$ cat src/hdl/tcw_pkg.sv
package tcw_pkg;

  // Screen geometry
  localparam int COLUMNS = 80;
  localparam int ROWS    = 25;

  localparam int COL_W  = 7;
  localparam int ROW_W  = 5;
  localparam int CELL_W = 11;
  localparam int CHAR_W = 8;

  // Control bytes
  localparam logic [CHAR_W-1:0] CH_NEWLINE   = 8'h0A;
  localparam logic [CHAR_W-1:0] CH_BACKSPACE = 8'h08;
  localparam logic [CHAR_W-1:0] CH_ESCAPE    = 8'h1B;
  localparam logic [CHAR_W-1:0] CH_FORMFEED  = 8'h0C;
  localparam logic [CHAR_W-1:0] CH_SPACE     = 8'h20;
  localparam logic [CHAR_W-1:0] CLEAR_ATTR   = 8'd15;

  typedef enum logic [1:0] {
    ACT_NONE      = 2'd0,
    ACT_WRITE     = 2'd1,
    ACT_CHAR_ONLY = 2'd2,
    ACT_CLEAR     = 2'd3
  } action_t;

  // Configuration register indexes
  typedef enum logic [1:0] {
    REG_WIN_LEFT   = 2'd0,
    REG_WIN_RIGHT  = 2'd1,
    REG_WIN_TOP    = 2'd2,
    REG_WIN_BOTTOM = 2'd3
  } cfg_reg_t;

  typedef struct packed {
    logic [COL_W-1:0] left;
    logic [COL_W-1:0] right;
    logic [ROW_W-1:0] top;
    logic [ROW_W-1:0] bottom;
  } win_t;

  typedef struct packed {
    action_t           action;
    logic [CELL_W-1:0] cell_idx;
    logic [CHAR_W-1:0] char_out;
    logic [CHAR_W-1:0] attr_out;
    logic [COL_W-1:0]  col;
    logic [ROW_W-1:0]  row;
    logic              armed;
  } step_res_t;

  // row * COLUMNS + col, wrapped to the cell index width
  function automatic logic [CELL_W-1:0] cell_of(input logic [COL_W-1:0] col,
                                                input logic [ROW_W-1:0] row);
    logic [CELL_W:0] prod;
    prod = (CELL_W+1)'(row) * (CELL_W+1)'(COLUMNS) + (CELL_W+1)'(col);
    return prod[CELL_W-1:0];
  endfunction

endpackage

$ cat src/hdl/text_console_cursor_writer_core.sv
// Text console cursor writer. Each input transfer carries one character byte
// and one attribute byte; each produces exactly one result transfer telling the
// screen memory what to do (nothing, write char+attribute, write char only, or
// clear the window) at which cell, plus the cursor position afterwards. The
// cursor stays inside a window set through the cfg_ port (left/right columns,
// top/bottom rows; right and bottom are exclusive). Newline goes to the left
// edge of the next row, backspace steps back and blanks, ESC then form feed
// clears the window and homes the cursor. Throughput is one character per
// clock unless out_ready holds back the result register: the input register
// feeds a single pass of compare/increment logic and a constant-multiply cell
// address into the result register, and the cursor registers update in that
// same cycle. A character passes the input register, then the result register.
// Window registers may only be written while the block is idle.
module text_console_cursor_writer_core (
  input  logic                       clk,
  input  logic                       rst_n,
  // character input
  input  logic                       in_valid,
  output logic                       in_ready,
  input  logic [tcw_pkg::CHAR_W-1:0] in_char_code,
  input  logic [tcw_pkg::CHAR_W-1:0] in_color,
  // result output
  output logic                       out_valid,
  input  logic                       out_ready,
  output logic [1:0]                 out_action,
  output logic [tcw_pkg::CELL_W-1:0] out_cell_res,
  output logic [tcw_pkg::CHAR_W-1:0] out_char_out,
  output logic [tcw_pkg::CHAR_W-1:0] out_attr_out,
  output logic [tcw_pkg::COL_W-1:0]  out_cursor_col,
  output logic [tcw_pkg::ROW_W-1:0]  out_cursor_row,
  // configuration writes
  input  logic                       cfg_valid,
  output logic                       cfg_ready,
  input  logic [1:0]                 cfg_index,
  input  logic [tcw_pkg::COL_W-1:0]  cfg_data
);
  import tcw_pkg::*;

  // Window registers
  win_t win_r;

  // Cursor state
  logic [COL_W-1:0] cur_col_r;
  logic [ROW_W-1:0] cur_row_r;
  logic             armed_r;

  // Input stage
  logic              s1_valid_r;
  logic [CHAR_W-1:0] s1_char_r;
  logic [CHAR_W-1:0] s1_color_r;

  // Result stage
  logic      out_valid_r;
  step_res_t res_r;
  step_res_t res_nxt;

  logic s2_ready;
  logic s1_fire;

  assign cfg_ready = 1'b1;

  // Result register frees up when empty or being drained this cycle
  assign s2_ready = !out_valid_r || out_ready;
  assign s1_fire  = s1_valid_r && s2_ready;
  assign in_ready = !s1_valid_r || s2_ready;

  always_ff @(posedge clk) begin
    if (!rst_n) begin
      win_r.left   <= '0;
      win_r.right  <= COL_W'(COLUMNS);
      win_r.top    <= '0;
      win_r.bottom <= ROW_W'(ROWS);
    end else if (cfg_valid && cfg_ready) begin
      case (cfg_reg_t'(cfg_index))
        REG_WIN_LEFT:   win_r.left   <= cfg_data;
        REG_WIN_RIGHT:  win_r.right  <= cfg_data;
        REG_WIN_TOP:    win_r.top    <= cfg_data[ROW_W-1:0];
        REG_WIN_BOTTOM: win_r.bottom <= cfg_data[ROW_W-1:0];
        default: ;
      endcase
    end
  end

  // Input register
  always_ff @(posedge clk) begin
    if (!rst_n) begin
      s1_valid_r <= 1'b0;
    end else if (in_ready) begin
      s1_valid_r <= in_valid;
    end
  end

  always_ff @(posedge clk) begin
    if (in_valid && in_ready) begin
      s1_char_r  <= in_char_code;
      s1_color_r <= in_color;
    end
  end

  tcw_step u_step (
    .cur_col   (cur_col_r),
    .cur_row   (cur_row_r),
    .armed     (armed_r),
    .win       (win_r),
    .char_code (s1_char_r),
    .color     (s1_color_r),
    .res       (res_nxt)
  );

  // Cursor state advances with each character moved into the result stage
  always_ff @(posedge clk) begin
    if (!rst_n) begin
      cur_col_r <= '0;
      cur_row_r <= '0;
      armed_r   <= 1'b0;
    end else if (s1_fire) begin
      cur_col_r <= res_nxt.col;
      cur_row_r <= res_nxt.row;
      armed_r   <= res_nxt.armed;
    end
  end

  always_ff @(posedge clk) begin
    if (!rst_n) begin
      out_valid_r <= 1'b0;
    end else if (s2_ready) begin
      out_valid_r <= s1_valid_r;
    end
  end

  always_ff @(posedge clk) begin
    if (s1_fire) begin
      res_r <= res_nxt;
    end
  end

  assign out_valid      = out_valid_r;
  assign out_action     = res_r.action;
  assign out_cell_res   = res_r.cell_idx;
  assign out_char_out   = res_r.char_out;
  assign out_attr_out   = res_r.attr_out;
  assign out_cursor_col = res_r.col;
  assign out_cursor_row = res_r.row;

endmodule

$ cat src/hdl/tcw_step.sv
// Next-cursor and screen-write decode for one character.
module tcw_step (
  input  logic [tcw_pkg::COL_W-1:0]  cur_col,
  input  logic [tcw_pkg::ROW_W-1:0]  cur_row,
  input  logic                       armed,
  input  tcw_pkg::win_t              win,
  input  logic [tcw_pkg::CHAR_W-1:0] char_code,
  input  logic [tcw_pkg::CHAR_W-1:0] color,
  output tcw_pkg::step_res_t         res
);
  import tcw_pkg::*;

  logic [COL_W-1:0] n_col;
  logic [ROW_W-1:0] n_row;
  logic [ROW_W:0]   row6;
  logic [ROW_W:0]   nl_row;
  logic [COL_W:0]   col_inc;

  // Pull the cursor back into the window before using it
  always_comb begin
    if (cur_col >= win.right) begin
      n_col = win.left;
      row6  = {1'b0, cur_row} + 1'b1;
    end else begin
      n_col = cur_col;
      row6  = {1'b0, cur_row};
    end
    n_row = (row6 >= {1'b0, win.bottom}) ? win.top : row6[ROW_W-1:0];
  end

  assign nl_row  = {1'b0, n_row} + 1'b1;
  assign col_inc = {1'b0, n_col} + 1'b1;

  always_comb begin
    res          = '0;
    res.action   = ACT_NONE;
    res.col      = n_col;
    res.row      = n_row;
    res.armed    = 1'b0;
    if (armed && char_code == CH_FORMFEED) begin
      res.col      = win.left;
      res.row      = win.top;
      res.action   = ACT_CLEAR;
      res.cell_idx = cell_of(win.left, win.top);
      res.char_out = CH_SPACE;
      res.attr_out = CLEAR_ATTR;
    end else if (char_code == CH_NEWLINE) begin
      res.col = win.left;
      res.row = (nl_row >= {1'b0, win.bottom}) ? win.top : nl_row[ROW_W-1:0];
    end else if (char_code == CH_BACKSPACE) begin
      if (n_col != '0 || n_row != '0) begin
        if (n_col > win.left) begin
          res.col = n_col - 1'b1;
        end else begin
          res.col = (win.right != '0) ? win.right - 1'b1 : '0;
          if (n_row > win.top) begin
            res.row = n_row - 1'b1;
          end
        end
      end
      res.action   = ACT_CHAR_ONLY;
      res.cell_idx = cell_of(res.col, res.row);
      res.char_out = CH_SPACE;
    end else if (char_code == CH_ESCAPE) begin
      res.armed = 1'b1;
    end else begin
      res.action   = ACT_WRITE;
      res.cell_idx = cell_of(n_col, n_row);
      res.char_out = char_code;
      res.attr_out = color;
      if (col_inc >= {1'b0, win.right}) begin
        res.col = win.left;
        res.row = (nl_row >= {1'b0, win.bottom}) ? win.top : nl_row[ROW_W-1:0];
      end else begin
        res.col = col_inc[COL_W-1:0];
      end
    end
  end

endmodule

$ cat config.mk
export PLATFORM = sky130hd
export DESIGN_NAME = text_console_cursor_writer_core
export DESIGN_NICKNAME = d
export VERILOG_FILES = /design/src/hdl/tcw_pkg.sv /design/src/hdl/text_console_cursor_writer_core.sv /design/src/hdl/tcw_step.sv
export SDC_FILE = /design/constraint.sdc
export NUM_CORES = 1
export LEC_CHECK = 0
export BUFFER_PORTS_ARGS = -buffer_cell sky130_fd_sc_hd__buf_2
export CAP_MARGIN = 40
export CORE_AREA = 2 2 156 158
export CTS_BUF_LIST = sky130_fd_sc_hd__clkbuf_16
export DETAILED_ROUTE_END_ITERATION = 10
export DIE_AREA = 0 0 158 160
export GPL_ROUTABILITY_DRIVEN = 0
export GPL_TIMING_DRIVEN = 0
export PLACE_DENSITY = 0.43
export SYNTH_ARGS = -nofsm -noshare
export SYNTH_HDL_FRONTEND = slang
export SYNTH_SLANG_ARGS = --single-unit
$ cat constraint.sdc
create_clock -name clk -period 10.5 [get_ports clk]
set_clock_uncertainty 0.1 [all_clocks]
set_input_delay 0.525 -clock clk [delete_from_list [all_inputs] [get_ports clk]]
set_output_delay 0.525 -clock clk [all_outputs]
set_load 0.02 [all_outputs]
==> impl_metrics.csv <==
group,metric,value,unit
route,postRouteAntennaNets,0,
min_path,hold_path_end,"s1_char_r[2]",
power,power.total,0.926,mW
timing,setup_viol,0,
clocking,cts.sinks,96,
route,vias,6128,
clocking,post_cts_buffers,0,
cells_and_area,drive_above_1_share,13.5,%
yosys,yosys_register_bits,96,
worst_setup_path,max_stage_delay,630,ps
timing,timing.final.crit_share,90.0,%
yosys,synthTopCellsByArea,"edfxtp_1 25%, ha_1 13%, dfxtp_1 11%",
yosys,synth_area,0.00698,mm²
yosys,synth-seq-area-share,35.7,%
floorplanning,fp.dieW,158,µm
floorplanning,rows,57,
min_path,min_path_cells,1,
clocking,htree_levels,3,
yosys,ys.flop_type,"edfxtp_1",
worst_setup_path,worst_path_most_repeated_cell,"ha_1",
yosys,yosysWarnings,0,
timing,worst-slew-pin-transition,825,ps
route,post-route-drc-count,0,
min_path,hold_class,"in2reg",
route,maxUsedRoutingLayer,"met4",
worst_setup_path,ff2ff_path_depth,34,
route,wl_met1,10600,µm
timing,hold_slack,236,ps
route,dr_wl_met3,1190,µm
grt,grt_use_total,19.0,%
timing,rsz0062_at_grt,"no",
cells_and_area,fin_util,33.9,%
yosys,synth_edf_count,57,
floorplanning,ioPinCount,74,
min_path,min_from,"in_char_code[2]",
run,cap_viol_max_count,0,
timing,setup_tns,0,ps
worst_setup_path,required,10480,ps
floorplanning,fp.coreArea,0.0238,mm²
yosys,async_flop_share,0,%
yosys,postSynthNetCount,874,
run_status,status,"finished clean",
route,wl_met2,10900,µm
clocking,hold_buffers,0,
yosys,avgSynthCellArea,9.10,µm²
worst_setup_path,cp-end-kind,"register",
worst_setup_path,critPathMaxFanout,12,
clocking,numCtsBuffers,9,
timing,period_minus_slack,9450,ps
clocking,cts_tree,"built",
timing,hold_viol_final,0,
worst_setup_path,timing.critical_path.slowest_stage_cell,"or4b_2",
cells_and_area,fin_nets,962,
grt,grt_pass1_wl,36000,µm
grt,grt_overflow,0,
clocking,clk_latency,360,ps
timing,slew_viol_final,0,
yosys,synth_cell_types,65,
cells_and_area,design_area,0.00807,mm²
floorplanning,floorplan.initialDensity,29.3,%
floorplanning,dieArea,0.0253,mm²
route,wl,23500,µm
clocking,clockRootBuffer,"clkbuf_16",
timing,max_freq,106,MHz
place,detailed_place_hpwl,18400,µm
worst_setup_path,critPathLaunch,"cur_col_r[0]",
worst_setup_path,reg2reg_to,"out_cell_res[10]",
place,io_buffers,72,
grt,antenna_found_initial,0,
grt,grt_pass1_vias,6029,
clocking,clockBufferDepth,2,
worst_setup_path,worstSetupPathType,"reg2reg",
cells_and_area,num_antenna_cells,0,
floorplanning,chipHeight,160,µm
power,max-vdd-ir-drop,0.0663,mV
power,cellPowerDensity,115,mW/mm²
clocking,clkTransAtPathRegs,80,ps
grt,grt_max_degree,33,
timing,relSlewSlack,44.8,%
worst_setup_path,arrival,9430,ps
worst_setup_path,crit_path_start_kind,"register",
place,placed_area,0.00779,mm²
worst_setup_path,rrSetupSlack,1050,ps
yosys,synth_top_area_cell,"edfxtp_1",
yosys,synth_top_area_share,24.5,%
power,p_leak,3.58,nW
clocking,cts_resized,0,
worst_setup_path,r2r_start,"cur_col_r[0]",
route,avgViaCountPerCell,5.18,
cells_and_area,area_delta_synth_final,15.7,%
yosys,synthCells,767,
route,drt-initial-drc-count,472,
route,wl_per_cell,19.8,µm
route,dr.pass1.iters,5,
synth_stat cells, types with 14 or more instances:
library cell / number
nand2_1: 63
clkbuf_1: 22
mux2i_1: 31
nor3_1: 14
ha_1: 71
nor2_1: 78
edfxtp_1: 57
nand3_1: 31
inv_1: 42
dfxtp_1: 39
o21ai_0: 34
a21oi_1: 45
xnor2_1: 26
and3_1: 20
how the worst max path moves through the flow:
stage	cells past startpoint	slack, ps	to
detailed placement	33	1080	out_cell_res[10]
finish	34	1050	out_cell_res[10]
global placement	36	410	out_cell_res[10]
global route	33	230	out_cell_res[10]
CTS	33	1030	out_cell_res[10]
floorplan	32	2360	out_cell_res[10]
per-stage QoR:
stage | cells | setup slack, ps
finish | 1184 | 1050
CTS | 1184 | 1030
detailed placement | 1168 | 1080
floorplan | 767 | 2360
global route | 1184 | 227
global placement | 1163 | 411
logic make-up after synthesis:
group | synth area share [%]
compound gates | 16.5
xor+xnor | 4.77
fa+ha+maj | 14.5
buf+inv | 4.23
flops | 35.7
mux | 4.93
other cells | 0.0538
simple gates | 19.3
worst max-delay path: cells and delay by family, from the launching register on:
kind / cells / cell delay (ps)
AOI/OAI and AO/OA: 11 / 2400
and+or+nand+nor: 7 / 2110
xor gates and xnor gates: 1 / 140
muxes: 1 / 360
DFF: 1 / 470
buffers and inverters: 8 / 1830
adders and majority gates: 6 / 1740
placed cells by master, fill, tap and decap left out, drive strengths merged, types with 5 or more instances in the layout:
master,instances
o211ai,6
a31oi,8
nor3,14
clkinv,6
fa,6
o31ai,6
nand2,63
a31o,5
edfxtp,57
xnor2,26
a21oi,45
a21o,10
ha,71
and3,20
or3,6
nand2b,12
inv,43
a22oi,7
o21ai,34
buf,87
nor2b,10
xor2,12
mux2i,31
a211oi,10
nand3b,6
dfxtp,39
nor2,78
nor4,5
nand3,31
nand4,6
clkbuf,31
nor3b,6
power breakdown:
| part | internal, mW | switching [mW] | leakage (nW) |
|---|---|---|---|
| clock network | 0.164 | 0.164 | 0.140 |
| logic | 0.0640 | 0.107 | 2.59 |
| registers | 0.415 | 0.0112 | 0.854 |
| total | 0.643 | 0.283 | 3.58 |
area by class of cell:
cell class / instances / area, µm²
buffer: 32 / 135
clock buffer: 9 / 225
clock inverter: 7 / 62.6
fill: 2530 / 15700
inverter: 43 / 161
multi-input combinational: 596 / 4190
sequential: 96 / 2490
tap: 324 / 405
timing repair buffer: 77 / 403
per-layer routing:
metal / vias up / GRT usage (%)
met2: 164 / 30.5
met5: - / 0
met3: 51 / 3.96
li1: 3003 / -
met1: 2910 / 25.1
met4: 0 / 7.25
sequential cells by signal, summed over array words and instances, names as in the netlist:
register / flops
out_action: 2
out_attr_out: 8
win_r: 24
cur_row_r: 5
out_cursor_col: 7
out_valid: 1
out_char_out: 8
armed_r: 1
out_cell_res: 11
out_cursor_row: 5
cur_col_r: 7
s1_color_r: 8
s1_char_r: 8
s1_valid_r: 1
No activity file was read; power rests on OpenSTA's default activity.
